$ cat config.mk
export PLATFORM = sky130hd
export DESIGN_NAME = solar_relay_sleep_timer_top
export DESIGN_NICKNAME = d
export VERILOG_FILES = /design/src/rtl/core/srst_pkg.sv /design/src/rtl/core/srst_cfg.sv /design/src/rtl/core/srst_step.sv /design/src/rtl/core/solar_relay_sleep_timer_top.sv
export SDC_FILE = /design/constraint.sdc
export NUM_CORES = 1
export LEC_CHECK = 0
export ABC_AREA = 1
export BUFFER_PORTS_ARGS = -buffer_cell sky130_fd_sc_hd__buf_2
export CAP_MARGIN = 20
export CORE_UTILIZATION = 62
export CTS_BUF_LIST = sky130_fd_sc_hd__clkbuf_16
export CTS_CLUSTER_SIZE = 16
export DETAILED_ROUTE_END_ITERATION = 16
export PLACE_DENSITY = 0.81
export SYNTH_ARGS = -nofsm -noshare
export SYNTH_HDL_FRONTEND = slang
export SYNTH_SLANG_ARGS = --single-unit
$ cat constraint.sdc
create_clock -name clk -period 9.1 [get_ports clk]
set_input_delay 0.91 -clock clk [delete_from_list [all_inputs] [get_ports clk]]
set_output_delay 0.91 -clock clk [all_outputs]
set_load 0.005 [all_outputs]
$ cat src/rtl/core/srst_pkg.sv
// Shared constants and register indexes for the solar relay sleep timer.
// No dependencies; every other file imports this package.
`default_nettype none

package srst_pkg;

    // Default widths of the tick counters and of the converter samples.
    localparam int COUNT_BITS_DEF  = 20;
    localparam int SAMPLE_BITS_DEF = 10;

    // Configuration bus geometry: eight 32-bit registers at byte addresses 4*i.
    localparam int REG_COUNT     = 8;
    localparam int REG_IDX_BITS  = 3;
    localparam int APB_ADDR_BITS = REG_IDX_BITS + 2;
    localparam int APB_DATA_BITS = 32;

    typedef enum logic [REG_IDX_BITS-1:0] {
        REG_MEASURE_INTERVAL = 3'd0,
        REG_RELAY_HOLD       = 3'd1,
        REG_LONG_ACTIVE      = 3'd2,
        REG_SHORT_ACTIVE     = 3'd3,
        REG_SLEEP            = 3'd4,
        REG_RELAY_ON_CODE    = 3'd5,
        REG_LONG_WIN_CODE    = 3'd6,
        REG_SHORT_WIN_CODE   = 3'd7
    } reg_idx_t;

    // Reset values. Voltage thresholds are raw converter codes:
    // volts = code * 5 / 1024 * 7100 / 2000, rounded down to the code.
    localparam int RST_MEASURE_INTERVAL = 1000;
    localparam int RST_RELAY_HOLD       = 530000;
    localparam int RST_LONG_ACTIVE      = 530000;
    localparam int RST_SHORT_ACTIVE     = 6000;
    localparam int RST_SLEEP            = 530000;
    localparam int RST_RELAY_ON_CODE    = 634;   // about 11 V
    localparam int RST_LONG_WIN_CODE    = 346;   // about 6 V
    localparam int RST_SHORT_WIN_CODE   = 289;   // about 5 V

endpackage

`default_nettype wire

$ cat src/rtl/core/srst_cfg.sv
// APB-style configuration register file for the solar relay sleep timer.
// Depends on srst_pkg for register indexes, reset values and bus widths.
`default_nettype none

module srst_cfg
    import srst_pkg::*;
#(
    parameter int COUNT_BITS  = COUNT_BITS_DEF,
    parameter int SAMPLE_BITS = SAMPLE_BITS_DEF
)
(
    input  wire logic                     clk,
    input  wire logic                     rst_n,
    input  wire logic                     psel,
    input  wire logic                     penable,
    input  wire logic                     pwrite,
    input  wire logic [APB_ADDR_BITS-1:0] paddr,
    input  wire logic [APB_DATA_BITS-1:0] pwdata,
    output logic      [APB_DATA_BITS-1:0] prdata,
    output logic                          pready,
    output logic      [COUNT_BITS-1:0]    measure_interval,
    output logic      [COUNT_BITS-1:0]    relay_hold,
    output logic      [COUNT_BITS-1:0]    long_active,
    output logic      [COUNT_BITS-1:0]    short_active,
    output logic      [COUNT_BITS-1:0]    sleep_len,
    output logic      [SAMPLE_BITS-1:0]   relay_on_code,
    output logic      [SAMPLE_BITS-1:0]   long_win_code,
    output logic      [SAMPLE_BITS-1:0]   short_win_code
);

    logic [COUNT_BITS-1:0]  measure_interval_reg;
    logic [COUNT_BITS-1:0]  relay_hold_reg;
    logic [COUNT_BITS-1:0]  long_active_reg;
    logic [COUNT_BITS-1:0]  short_active_reg;
    logic [COUNT_BITS-1:0]  sleep_len_reg;
    logic [SAMPLE_BITS-1:0] relay_on_code_reg;
    logic [SAMPLE_BITS-1:0] long_win_code_reg;
    logic [SAMPLE_BITS-1:0] short_win_code_reg;

    reg_idx_t idx;
    logic     wr_en;

    assign idx    = reg_idx_t'(paddr[APB_ADDR_BITS-1:2]);
    assign wr_en  = psel && penable && pwrite;
    assign pready = 1'b1;

    always_ff @(posedge clk or negedge rst_n)
    begin
        if (!rst_n)
        begin
            measure_interval_reg <= COUNT_BITS'(RST_MEASURE_INTERVAL);
            relay_hold_reg       <= COUNT_BITS'(RST_RELAY_HOLD);
            long_active_reg      <= COUNT_BITS'(RST_LONG_ACTIVE);
            short_active_reg     <= COUNT_BITS'(RST_SHORT_ACTIVE);
            sleep_len_reg        <= COUNT_BITS'(RST_SLEEP);
            relay_on_code_reg    <= SAMPLE_BITS'(RST_RELAY_ON_CODE);
            long_win_code_reg    <= SAMPLE_BITS'(RST_LONG_WIN_CODE);
            short_win_code_reg   <= SAMPLE_BITS'(RST_SHORT_WIN_CODE);
        end
        else if (wr_en)
        begin
            unique case (idx)
                REG_MEASURE_INTERVAL: measure_interval_reg <= pwdata[COUNT_BITS-1:0];
                REG_RELAY_HOLD:       relay_hold_reg       <= pwdata[COUNT_BITS-1:0];
                REG_LONG_ACTIVE:      long_active_reg      <= pwdata[COUNT_BITS-1:0];
                REG_SHORT_ACTIVE:     short_active_reg     <= pwdata[COUNT_BITS-1:0];
                REG_SLEEP:            sleep_len_reg        <= pwdata[COUNT_BITS-1:0];
                REG_RELAY_ON_CODE:    relay_on_code_reg    <= pwdata[SAMPLE_BITS-1:0];
                REG_LONG_WIN_CODE:    long_win_code_reg    <= pwdata[SAMPLE_BITS-1:0];
                REG_SHORT_WIN_CODE:   short_win_code_reg   <= pwdata[SAMPLE_BITS-1:0];
                default: ;
            endcase
        end
    end

    always_comb
    begin
        unique case (idx)
            REG_MEASURE_INTERVAL: prdata = APB_DATA_BITS'(measure_interval_reg);
            REG_RELAY_HOLD:       prdata = APB_DATA_BITS'(relay_hold_reg);
            REG_LONG_ACTIVE:      prdata = APB_DATA_BITS'(long_active_reg);
            REG_SHORT_ACTIVE:     prdata = APB_DATA_BITS'(short_active_reg);
            REG_SLEEP:            prdata = APB_DATA_BITS'(sleep_len_reg);
            REG_RELAY_ON_CODE:    prdata = APB_DATA_BITS'(relay_on_code_reg);
            REG_LONG_WIN_CODE:    prdata = APB_DATA_BITS'(long_win_code_reg);
            REG_SHORT_WIN_CODE:   prdata = APB_DATA_BITS'(short_win_code_reg);
            default:              prdata = '0;
        endcase
    end

    assign measure_interval = measure_interval_reg;
    assign relay_hold       = relay_hold_reg;
    assign long_active      = long_active_reg;
    assign short_active     = short_active_reg;
    assign sleep_len        = sleep_len_reg;
    assign relay_on_code    = relay_on_code_reg;
    assign long_win_code    = long_win_code_reg;
    assign short_win_code   = short_win_code_reg;

endmodule

`default_nettype wire

$ cat src/rtl/core/srst_step.sv
// Per-tick state update of the solar relay sleep timer: timer state registers
// and the logic that advances them by one tick. Depends on srst_pkg.
`default_nettype none

module srst_step
    import srst_pkg::*;
#(
    parameter int COUNT_BITS  = COUNT_BITS_DEF,
    parameter int SAMPLE_BITS = SAMPLE_BITS_DEF
)
(
    input  wire logic                   clk,
    input  wire logic                   rst_n,
    input  wire logic                   step_en,
    input  wire logic [SAMPLE_BITS-1:0] sample,
    input  wire logic                   button,
    input  wire logic [COUNT_BITS-1:0]  measure_interval,
    input  wire logic [COUNT_BITS-1:0]  relay_hold,
    input  wire logic [COUNT_BITS-1:0]  long_active,
    input  wire logic [COUNT_BITS-1:0]  short_active,
    input  wire logic [COUNT_BITS-1:0]  sleep_len,
    input  wire logic [SAMPLE_BITS-1:0] relay_on_code,
    input  wire logic [SAMPLE_BITS-1:0] long_win_code,
    input  wire logic [SAMPLE_BITS-1:0] short_win_code,
    output logic                        res_relay,
    output logic                        res_awake,
    output logic      [SAMPLE_BITS-1:0] res_sample,
    output logic                        res_taken,
    output logic      [COUNT_BITS-1:0]  res_left
);

    localparam logic [COUNT_BITS-1:0] CNT_MAX = '1;

    logic                   asleep_reg,         asleep_next;
    logic                   relay_reg,          relay_next;
    logic [SAMPLE_BITS-1:0] last_sample_reg,    last_sample_next;
    logic [COUNT_BITS-1:0]  since_sample_reg,   since_sample_next;
    logic [COUNT_BITS-1:0]  relay_elapsed_reg,  relay_elapsed_next;
    logic [COUNT_BITS-1:0]  active_elapsed_reg, active_elapsed_next;
    logic [COUNT_BITS-1:0]  sleep_elapsed_reg,  sleep_elapsed_next;

    logic [COUNT_BITS-1:0] since_inc, active_inc, relay_inc, sleep_inc;
    logic [COUNT_BITS-1:0] window;
    logic                  take;
    logic                  go_sleep;

    // Saturating increments of every counter.
    assign since_inc  = (since_sample_reg   == CNT_MAX) ? CNT_MAX : since_sample_reg   + 1'b1;
    assign active_inc = (active_elapsed_reg == CNT_MAX) ? CNT_MAX : active_elapsed_reg + 1'b1;
    assign relay_inc  = (relay_elapsed_reg  == CNT_MAX) ? CNT_MAX : relay_elapsed_reg  + 1'b1;
    assign sleep_inc  = (sleep_elapsed_reg  == CNT_MAX) ? CNT_MAX : sleep_elapsed_reg  + 1'b1;

    always_comb
    begin
        asleep_next         = asleep_reg;
        relay_next          = relay_reg;
        last_sample_next    = last_sample_reg;
        since_sample_next   = since_sample_reg;
        relay_elapsed_next  = relay_elapsed_reg;
        active_elapsed_next = active_elapsed_reg;
        sleep_elapsed_next  = sleep_elapsed_reg;
        take                = 1'b0;
        go_sleep            = 1'b0;

        if (asleep_reg)
        begin
            sleep_elapsed_next = sleep_inc;
            if (button || (sleep_inc >= sleep_len))
            begin
                asleep_next         = 1'b0;
                since_sample_next   = '0;
                active_elapsed_next = '0;
            end
        end
        else
        begin
            since_sample_next   = since_inc;
            active_elapsed_next = active_inc;
            if (relay_reg)
            begin
                relay_elapsed_next = relay_inc;
            end

            // Sample check, then relay switch-on from the fresh sample.
            if (since_inc >= measure_interval)
            begin
                take              = 1'b1;
                last_sample_next  = sample;
                since_sample_next = '0;
                if ((sample > relay_on_code) && !relay_reg)
                begin
                    relay_next         = 1'b1;
                    relay_elapsed_next = '0;
                end
            end

            if (relay_next && (relay_elapsed_next >= relay_hold))
            begin
                relay_next = 1'b0;
            end

            // The middle band between the two window codes never sleeps.
            go_sleep = ((active_inc >= long_active)  && (last_sample_next > long_win_code)) ||
                       ((active_inc >= short_active) && (last_sample_next < short_win_code));

            if (go_sleep)
            begin
                asleep_next        = 1'b1;
                relay_next         = 1'b0;
                sleep_elapsed_next = '0;
            end
            else if (button)
            begin
                since_sample_next   = '0;
                active_elapsed_next = '0;
            end
        end
    end

    // Result of this tick, taken from the updated state.
    assign window     = (last_sample_next < short_win_code) ? short_active : long_active;
    assign res_relay  = relay_next;
    assign res_awake  = !asleep_next;
    assign res_sample = last_sample_next;
    assign res_taken  = take;
    assign res_left   = (!asleep_next && (window > active_elapsed_next))
                        ? window - active_elapsed_next : '0;

    always_ff @(posedge clk or negedge rst_n)
    begin
        if (!rst_n)
        begin
            asleep_reg         <= 1'b0;
            relay_reg          <= 1'b0;
            last_sample_reg    <= '0;
            since_sample_reg   <= '0;
            relay_elapsed_reg  <= '0;
            active_elapsed_reg <= '0;
            sleep_elapsed_reg  <= '0;
        end
        else if (step_en)
        begin
            asleep_reg         <= asleep_next;
            relay_reg          <= relay_next;
            last_sample_reg    <= last_sample_next;
            since_sample_reg   <= since_sample_next;
            relay_elapsed_reg  <= relay_elapsed_next;
            active_elapsed_reg <= active_elapsed_next;
            sleep_elapsed_reg  <= sleep_elapsed_next;
        end
    end

endmodule

`default_nettype wire

$ cat src/rtl/core/solar_relay_sleep_timer_top.sv
// Top level of the solar relay sleep timer: input word register, tick step
// logic and result register. Depends on srst_pkg, srst_cfg and srst_step.
`default_nettype none

// Usage
// The block is fed one input word per millisecond tick on the in channel
// (adc_sample, button_pressed) and returns exactly one result word per input
// word on the out channel (relay_on, awake, stored_sample, sample_taken,
// ticks_left). Both channels use a valid/ready handshake.
// An accepted word is held in the input register; when it moves on, the tick
// logic updates the timer state and writes the result register, setting
// out_valid. Throughput is one word per clock cycle while out_ready is high:
// the tick logic is a handful of saturating increments and compares between
// the input register and the result register, and the input register refills
// in the same cycle that it drains.
// When the receiver stalls (out_ready low with a result waiting), the result
// register holds, the input register keeps one more word, and in_ready drops
// only once both are full; nothing is lost or repeated.
// Reset (rst_n low, asynchronous) empties both registers, puts the block in
// the awake state with the relay off, clears the stored sample and all tick
// counters, and loads the configuration registers with their defaults.
// Configuration registers are written over the APB-style port at byte
// address 4*i and should only be changed while no word is in flight.
module solar_relay_sleep_timer_top
    import srst_pkg::*;
#(
    parameter int COUNT_BITS  = COUNT_BITS_DEF,
    parameter int SAMPLE_BITS = SAMPLE_BITS_DEF
)
(
    input  wire logic                     clk,
    input  wire logic                     rst_n,
    // Configuration port.
    input  wire logic                     psel,
    input  wire logic                     penable,
    input  wire logic                     pwrite,
    input  wire logic [APB_ADDR_BITS-1:0] paddr,
    input  wire logic [APB_DATA_BITS-1:0] pwdata,
    output logic      [APB_DATA_BITS-1:0] prdata,
    output logic                          pready,
    // Input channel.
    input  wire logic                     in_valid,
    output logic                          in_ready,
    input  wire logic [SAMPLE_BITS-1:0]   adc_sample,
    input  wire logic                     button_pressed,
    // Output channel.
    output logic                          out_valid,
    input  wire logic                     out_ready,
    output logic                          relay_on,
    output logic                          awake,
    output logic      [SAMPLE_BITS-1:0]   stored_sample,
    output logic                          sample_taken,
    output logic      [COUNT_BITS-1:0]    ticks_left
);

    logic [COUNT_BITS-1:0]  measure_interval;
    logic [COUNT_BITS-1:0]  relay_hold;
    logic [COUNT_BITS-1:0]  long_active;
    logic [COUNT_BITS-1:0]  short_active;
    logic [COUNT_BITS-1:0]  sleep_len;
    logic [SAMPLE_BITS-1:0] relay_on_code;
    logic [SAMPLE_BITS-1:0] long_win_code;
    logic [SAMPLE_BITS-1:0] short_win_code;

    // Input word register.
    logic                   in_valid_reg;
    logic [SAMPLE_BITS-1:0] in_sample_reg;
    logic                   in_button_reg;

    // Result word register.
    logic                   out_valid_reg;
    logic                   out_relay_reg;
    logic                   out_awake_reg;
    logic [SAMPLE_BITS-1:0] out_sample_reg;
    logic                   out_taken_reg;
    logic [COUNT_BITS-1:0]  out_left_reg;

    logic                   res_relay;
    logic                   res_awake;
    logic [SAMPLE_BITS-1:0] res_sample;
    logic                   res_taken;
    logic [COUNT_BITS-1:0]  res_left;

    logic advance;
    logic in_fire;

    // The held word moves on when the result register is free or draining.
    assign advance  = in_valid_reg && (!out_valid_reg || out_ready);
    assign in_ready = !in_valid_reg || advance;
    assign in_fire  = in_valid && in_ready;

    srst_cfg #(
        .COUNT_BITS  (COUNT_BITS),
        .SAMPLE_BITS (SAMPLE_BITS)
    ) u_cfg (
        .clk              (clk),
        .rst_n            (rst_n),
        .psel             (psel),
        .penable          (penable),
        .pwrite           (pwrite),
        .paddr            (paddr),
        .pwdata           (pwdata),
        .prdata           (prdata),
        .pready           (pready),
        .measure_interval (measure_interval),
        .relay_hold       (relay_hold),
        .long_active      (long_active),
        .short_active     (short_active),
        .sleep_len        (sleep_len),
        .relay_on_code    (relay_on_code),
        .long_win_code    (long_win_code),
        .short_win_code   (short_win_code)
    );

    srst_step #(
        .COUNT_BITS  (COUNT_BITS),
        .SAMPLE_BITS (SAMPLE_BITS)
    ) u_step (
        .clk              (clk),
        .rst_n            (rst_n),
        .step_en          (advance),
        .sample           (in_sample_reg),
        .button           (in_button_reg),
        .measure_interval (measure_interval),
        .relay_hold       (relay_hold),
        .long_active      (long_active),
        .short_active     (short_active),
        .sleep_len        (sleep_len),
        .relay_on_code    (relay_on_code),
        .long_win_code    (long_win_code),
        .short_win_code   (short_win_code),
        .res_relay        (res_relay),
        .res_awake        (res_awake),
        .res_sample       (res_sample),
        .res_taken        (res_taken),
        .res_left         (res_left)
    );

    // Control bits of both stages.
    always_ff @(posedge clk or negedge rst_n)
    begin
        if (!rst_n)
        begin
            in_valid_reg  <= 1'b0;
            out_valid_reg <= 1'b0;
        end
        else
        begin
            if (in_ready)
            begin
                in_valid_reg <= in_valid;
            end
            if (advance)
            begin
                out_valid_reg <= 1'b1;
            end
            else if (out_ready)
            begin
                out_valid_reg <= 1'b0;
            end
        end
    end

    // Payload registers carry no reset.
    always_ff @(posedge clk)
    begin
        if (in_fire)
        begin
            in_sample_reg <= adc_sample;
            in_button_reg <= button_pressed;
        end
        if (advance)
        begin
            out_relay_reg  <= res_relay;
            out_awake_reg  <= res_awake;
            out_sample_reg <= res_sample;
            out_taken_reg  <= res_taken;
            out_left_reg   <= res_left;
        end
    end

    assign out_valid     = out_valid_reg;
    assign relay_on      = out_relay_reg;
    assign awake         = out_awake_reg;
    assign stored_sample = out_sample_reg;
    assign sample_taken  = out_taken_reg;
    assign ticks_left    = out_left_reg;

endmodule

`default_nettype wire
# After elaboration in Yosys (flattened, before gate mapping)
# Index checks and enable logic that the tools add are counted.
[classes]
add_sub_neg = 5
n_mul = 0
n_div = 0
magnitude_cmp = 10
eq_ne = 12
shifts = 0
n_mux = 36
n_bitwise = 1
n_reduce_logical = 31
[op_table]
columns = ["op", "n"]
rows = [
  ["20-bit 2-to-1 mux", 20],
  ["32-bit case mux with 8 select lines", 1],
  ["20-bit >= comparator", 5],
  ["20-bit by 1-bit adder with 20-bit output (second input constant)", 4],
  ["20-bit equality test (second input constant)", 4],
  ["10-bit 2-to-1 mux", 3],
  ["2-bit AND reduction", 11],
  ["10-bit > comparator", 2],
  ["20-bit > comparator", 1],
  ["10-bit less-than comparator", 2],
  ["20-bit subtractor", 1],
  ["3-bit equality test (second input constant)", 4],
  ["1-bit 2-to-1 mux", 12],
  ["1-bit logical AND", 9],
  ["3-bit by 2-bit equality test with 1-bit output (second input constant)", 2],
  ["1-bit zero test", 4],
  ["1-bit logical OR", 4],
  ["2-bit nonzero test", 2],
  ["3-bit by 1-bit equality test with 1-bit output (second input constant)", 1],
  ["3-bit zero test", 1],
  ["2-bit inequality test (second input constant)", 1],
  ["1-bit inverter", 1],
]
[totals]
ff_bits = 268
latch_bits = 0
mem_bits_rw = 0
mem_bits_ro = 0
input_bits = 55
out_inout_bits = 68
word_cells = 119
n_memories = 0

# Logic depth before layout (Yosys ltp)
[logic_depth]
word_depth = 12
mapped_depth = 51
mapped_depth_nobuf = 48

# Hierarchy
# From an unflattened synthesis, not the netlist that was laid out.
[hier_totals]
hier_cells = 2490
area_unflattened_um2 = 18977.0
[by_module_without_submodules]
columns = ["module", "instances", "cells_per_inst", "area_per_inst_um2", "seq_area_each_um2"]
rows = [
  ["srst_step", 1, 1694, 11375.9, 2302.2],
  ["srst_cfg", 1, 740, 6184.7, 3309.4],
  ["solar_relay_sleep_timer_top", 1, 56, 1416.4, 1371.3],
]

# Least setup slack after synthesis
# No wires, ideal clock.
[synth_path]
kind = "flip-flop to flip-flop"
from = "register u_step.since_sample_reg[0]"
to = "register out_left_reg[11] (netlist: ticks_left[11]) (data pin)"
setup_ns = 0.256
arrival_ns = 6.209
required_ns = 8.844
slack_ns = 2.635
path_stages_with_launch = 49
n_path_buf = 4
synth_period_minus_slack_ns = 6.465
cell_sequence = "dfrtp_1 > ha_1 > nand2_1 > nor3_2 > nand2_1 > nor2_1 > inv_1 > nor2_2 > inv_1 > nor2_4 > inv_1 > nand3_2 > ha_1 > nand2_1 > nor2_1 > nand4_1 > nor2_1 > nand2_1 > (+13 left out) > nand3_2 > buf_2 > nand2_1 > o21ai_0 > ha_1 > inv_1 > fa_1 > nand2_1 > nand2_1 > a21oi_1 > o21ai_0 > nand2_1 > o311ai_0 > o21ai_0 > inv_1 > nand2_2 > buf_6 > nor2_2"
[synth_between]
elab_chain_len = 12
word_cells_on_any_way = 22
classes_between = "add/sub (2); order compare (5); eq/ne (1); mux (9); reduce/logical (5)"
[synth_lines]
columns = ["item", "line_no", "rtl"]
rows = [
  ["from (decl)", "srst_step.sv:37", "logic [COUNT_BITS-1:0] since_sample_reg, since_sample_next;"],
  ["from (signal assigned)", "srst_step.sv:146", "since_sample_reg <= since_sample_next;"],
  ["20-bit by 1-bit adder with 20-bit output or 20-bit equality test (tied branches)", "srst_step.sv:48", "assign since_inc = (since_sample_reg == CNT_MAX) ? CNT_MAX : since_sample_reg + 1'b1;"],
  ["20-bit 2-to-1 mux *", "srst_step.sv:48", ""],
  ["20-bit >= comparator *", "srst_step.sv:85", "if (since_inc >= measure_interval)"],
  ["10-bit 2-to-1 mux *", "srst_step.sv:85", ""],
  ["10-bit 2-to-1 mux *", "srst_step.sv:65", "if (asleep_reg)"],
  ["10-bit > comparator or 10-bit less-than comparator (tied branches)", "srst_step.sv:103, srst_step.sv:104", ""],
  ["1-bit logical AND (on tied branches)", "srst_step.sv:103, srst_step.sv:104", ""],
  ["1-bit logical OR *", "srst_step.sv:103", "go_sleep = ((active_inc >= long_active) && (last_sample_next > long_win_code)) ||"],
  ["20-bit 2-to-1 mux *", "srst_step.sv:106", "if (go_sleep)"],
  ["20-bit 2-to-1 mux *", "srst_step.sv:65", ""],
  ["named net u_step.active_elapsed_next[0]", "srst_step.sv:39", "logic [COUNT_BITS-1:0] active_elapsed_reg, active_elapsed_next;"],
  ["20-bit > comparator", "srst_step.sv:126", "assign res_left = (!asleep_next && (window > active_elapsed_next))"],
  ["1-bit logical AND", "srst_step.sv:126", ""],
  ["to (signal assigned)", "solar_relay_sleep_timer_top.sv:178", "out_left_reg <= res_left;"],
  ["to (decl)", "solar_relay_sleep_timer_top.sv:76", "logic [COUNT_BITS-1:0] out_left_reg;"],
]
# Mark *: on every way through the listed nets, which the timed path passes. The rest lies on a longest branch. The select of a mux whose other input is x is not followed.
# A chain may end at the register's enable or synchronous reset.

# Final worst setup path
[layout_path]
from = "register u_step.since_sample_reg[0]"
to = "register out_left_reg[13] (netlist: ticks_left[13]) (data pin)"
[layout_between]
word_cells_on_any_way = 22
classes_between = "add/sub (2); order compare (5); eq/ne (1); mux (9); reduce/logical (5)"
[layout_lines]
columns = ["item", "line_no", "rtl"]
rows = [
  ["20-bit by 1-bit adder with 20-bit output or 20-bit equality test (tied branches)", "srst_step.sv:48", ""],
  ["20-bit 2-to-1 mux *", "srst_step.sv:48", ""],
  ["20-bit >= comparator *", "srst_step.sv:85", ""],
  ["10-bit 2-to-1 mux *", "srst_step.sv:85", ""],
  ["10-bit 2-to-1 mux * (2 in series)", "srst_step.sv:65", ""],
  ["named net res_sample[5]", "solar_relay_sleep_timer_top.sv:80", "logic [SAMPLE_BITS-1:0] res_sample;"],
  ["10-bit less-than comparator *", "srst_step.sv:121", "assign window = (last_sample_next < short_win_code) ? short_active : long_active;"],
  ["20-bit 2-to-1 mux *", "srst_step.sv:121", ""],
  ["20-bit > comparator", "srst_step.sv:126", ""],
  ["1-bit logical AND", "srst_step.sv:126", ""],
]
# Marks and branches as above.

==> results_dict.tcl <==
set metrics [dict create \
    io_pins 123 \
    clk_pin_slew_ps 60 \
    r2r_cells 42 \
    reg2reg_to "ticks_left[13]" \
    drtIter0Drc 1855 \
    dp_hpwl_um 38100 \
    coreArea_um2 28200 \
    critPathCaptureType "flop" \
    hp-class "in -> async" \
    max_slew_margin 0.265 \
    critical_path.slowest_cell "a21oi_1" \
    postLayoutCoreUtil 0.699 \
    setup_tns_ps 0 \
    synth_edf_count 44 \
    clkSinkCount 268 \
    initial_core_util 0.637 \
    outcome "finished clean" \
    crit_fanout 23 \
    synth.avg_cell_area_um2 7.65 \
    worst_path_most_repeated_cell "nand2_1" \
    nets 2628 \
    rsz0062_at_grt "no" \
    overflow 0 \
    cts_max_path_buffers 3 \
    cp_slowest_stage_delay_ps 460 \
    detail-route-antenna-nets 0 \
    fmax_mhz 121 \
    cts_root_buffer "clkbuf_16" \
    row_count 61 \
    dieArea_um2 29600 \
    io_buffers 95 \
    ff_latch_area_um2 6980 \
    vdd_drop_max_uv 283 \
    worst_pin_slew_ps 1100 \
    cp.arrival_ps 8590 \
    grt_pass1_vias 15100 \
    num_vias 16400 \
    cts_tree "done" \
    synth_ff_type "dfrtp_1" \
    htree_levels 1 \
    cellLeakagePower_nw 9.73 \
    fillers 2253 \
    finalHoldViolCount 0 \
    slew_viol_final 0 \
    drc 0 \
    cap_violations 0 \
    place_congestion 0.976 \
    routed_via_density 5.84 \
    setup_viol 0 \
    wl_per_cell_um 18.1 \
    cp.required_ps 9420 \
    post_cts_buffers 0 \
    crit_path_start "u_step.since_sample_reg[0]" \
    dieHeight_um 172 \
    postSynthCellCount 2346 \
    post-route-min-period_ps 8270 \
    ys_warn_count 0 \
    track_usage 0.346 \
    grt_pass1_wl_um 78900 \
    ys_types 55 \
    async_flop_share 0.836 \
    reg2reg_slack_ps 830 \
    multi_input_area_um2 9360 \
    seq_area_frac_synth 0.389 \
    clock_latency_ps 580 \
    path_class "reg -> reg" \
    cellPowerDensity_nw_per_um2 293 \
    crit_end "ticks_left[13]" \
    dr.pass1.iters 6 \
    ys_seq_elements 268 \
    synthToLayoutAreaGrowth_pct 9.63 \
    start_kind "flop" \
    r2r_start "u_step.since_sample_reg[0]" \
    cts_buffers 31 \
    netlist_area_um2 17900 \
    grt_max_degree 92 \
    min_period_over_period 0.908 \
    antenna_found_initial 1 \
    clock_skew_ps 14.2 \
    drive_gt1_frac 0.117 \
    die_w_um 172 \
    wl_um 50800 \
]
[cell usage in the layout, fill, tap and decap left out, drive strengths merged, types with 44 or more instances in the layout]
master,count
nand3,107
nor2,154
edfxtp,44
ha,162
a21oi,134
dfrtp,179
dfstp,45
inv,330
buf,111
o21ai,241
nand2,617
[worst min-delay path by stage]
stage	to	from	cells after the start
2_1_floorplan	u_cfg.measure_interval[1]	u_cfg.measure_interval[1]	2
3_3_place_gp	u_cfg.sleep_len[11]	u_cfg.sleep_len[11]	2
3_5_place_dp	u_cfg.short_active[7]	u_cfg.short_active[7]	2
4_1_cts	u_step.relay_elapsed_reg[3]	rst_n	1
5_1_grt	u_step.relay_elapsed_reg[3]	rst_n	1
6_report	u_step.relay_elapsed_reg[3]	rst_n	1
[timing repair]
action                     in CTS  in global routing
hold buffers                    0                  0
setup endpoints to repair       0                 20
gates resized for setup         0                  1
[through the flow]
stage	cell area [µm²]	hold WS, ps	std cells	setup WS (ps)	power (mW)
floorplan	18000	453	2357	2640	3.84
global placement	18600	466	2749	1160	4.40
detailed placement	18600	473	2750	859	4.52
CTS	19600	387	2808	790	5.73
global route	19700	406	2814	68.0	6.22
finish	19700	345	2814	833	5.77
[cell usage after synthesis (8+ instances only)]
library cell,instances,share of area
a21oi_1,134,0.037
a22oi_1,17,0.0071
a31oi_1,11,0.0038
buf_2,18,0.0050
buf_4,16,0.0067
clkbuf_1,49,0.010
dfrtp_1,179,0.25
dfstp_2,45,0.066
edfxtp_1,44,0.074
ha_1,162,0.11
inv_1,314,0.066
nand2_1,608,0.13
nand2_2,9,0.0031
nand3_1,96,0.027
nand3_2,11,0.0061
nand4_1,38,0.013
nor2_1,117,0.024
nor2_2,33,0.012
nor3_1,22,0.0061
nor3_2,8,0.0045
nor4_1,8,0.0028
o211ai_1,21,0.0088
o21ai_0,216,0.060
o21ai_1,24,0.0067
o22ai_1,42,0.015
or2_2,8,0.0028
xnor2_1,10,0.0049
xor2_1,24,0.012
[area by class of cell]
class	count	area share
diodes	1	0.000127
clock buffers	31	0.0394
clock inverters	27	0.0101
inverters	322	0.0614
multi-input cells	1676	0.476
flip-flops and latches	268	0.355
well taps	378	0.0240
repair buffers	111	0.0343
[power by group]
part	switching, mW	total [mW]	internal [mW]
combinational	1.82	2.82	0.997
sequential	0.166	1.75	1.59
clock	0.524	1.20	0.678
[routing by layer]
layer / share of wire / global-route usage / routed length, µm
met5: 0 / 0 / 0
met4: 0.033 / 0.118 / 1690
met3: 0.096 / 0.0526 / 4890
met2: 0.45 / 0.557 / 23000
met1: 0.42 / 0.477 / 21200
[cell families after synthesis]
group	after synthesis	share of synthesized area
fa+ha+maj	163	0.114
flops	268	0.389
buf+inv	413	0.0922
simple gates	974	0.237
other cells	2	0.000419
compound gates	492	0.151
xor+xnor	34	0.0166
[critical path: cells and delay by family, from the launching register on]
family | cells | cell delay (ps)
fa+ha+maj | 5 | 1460
simple gates | 20 | 2940
compound gates | 10 | 2310
flops | 1 | 410
buf+inv | 7 | 870
Power figures use the tool's default switching activity.
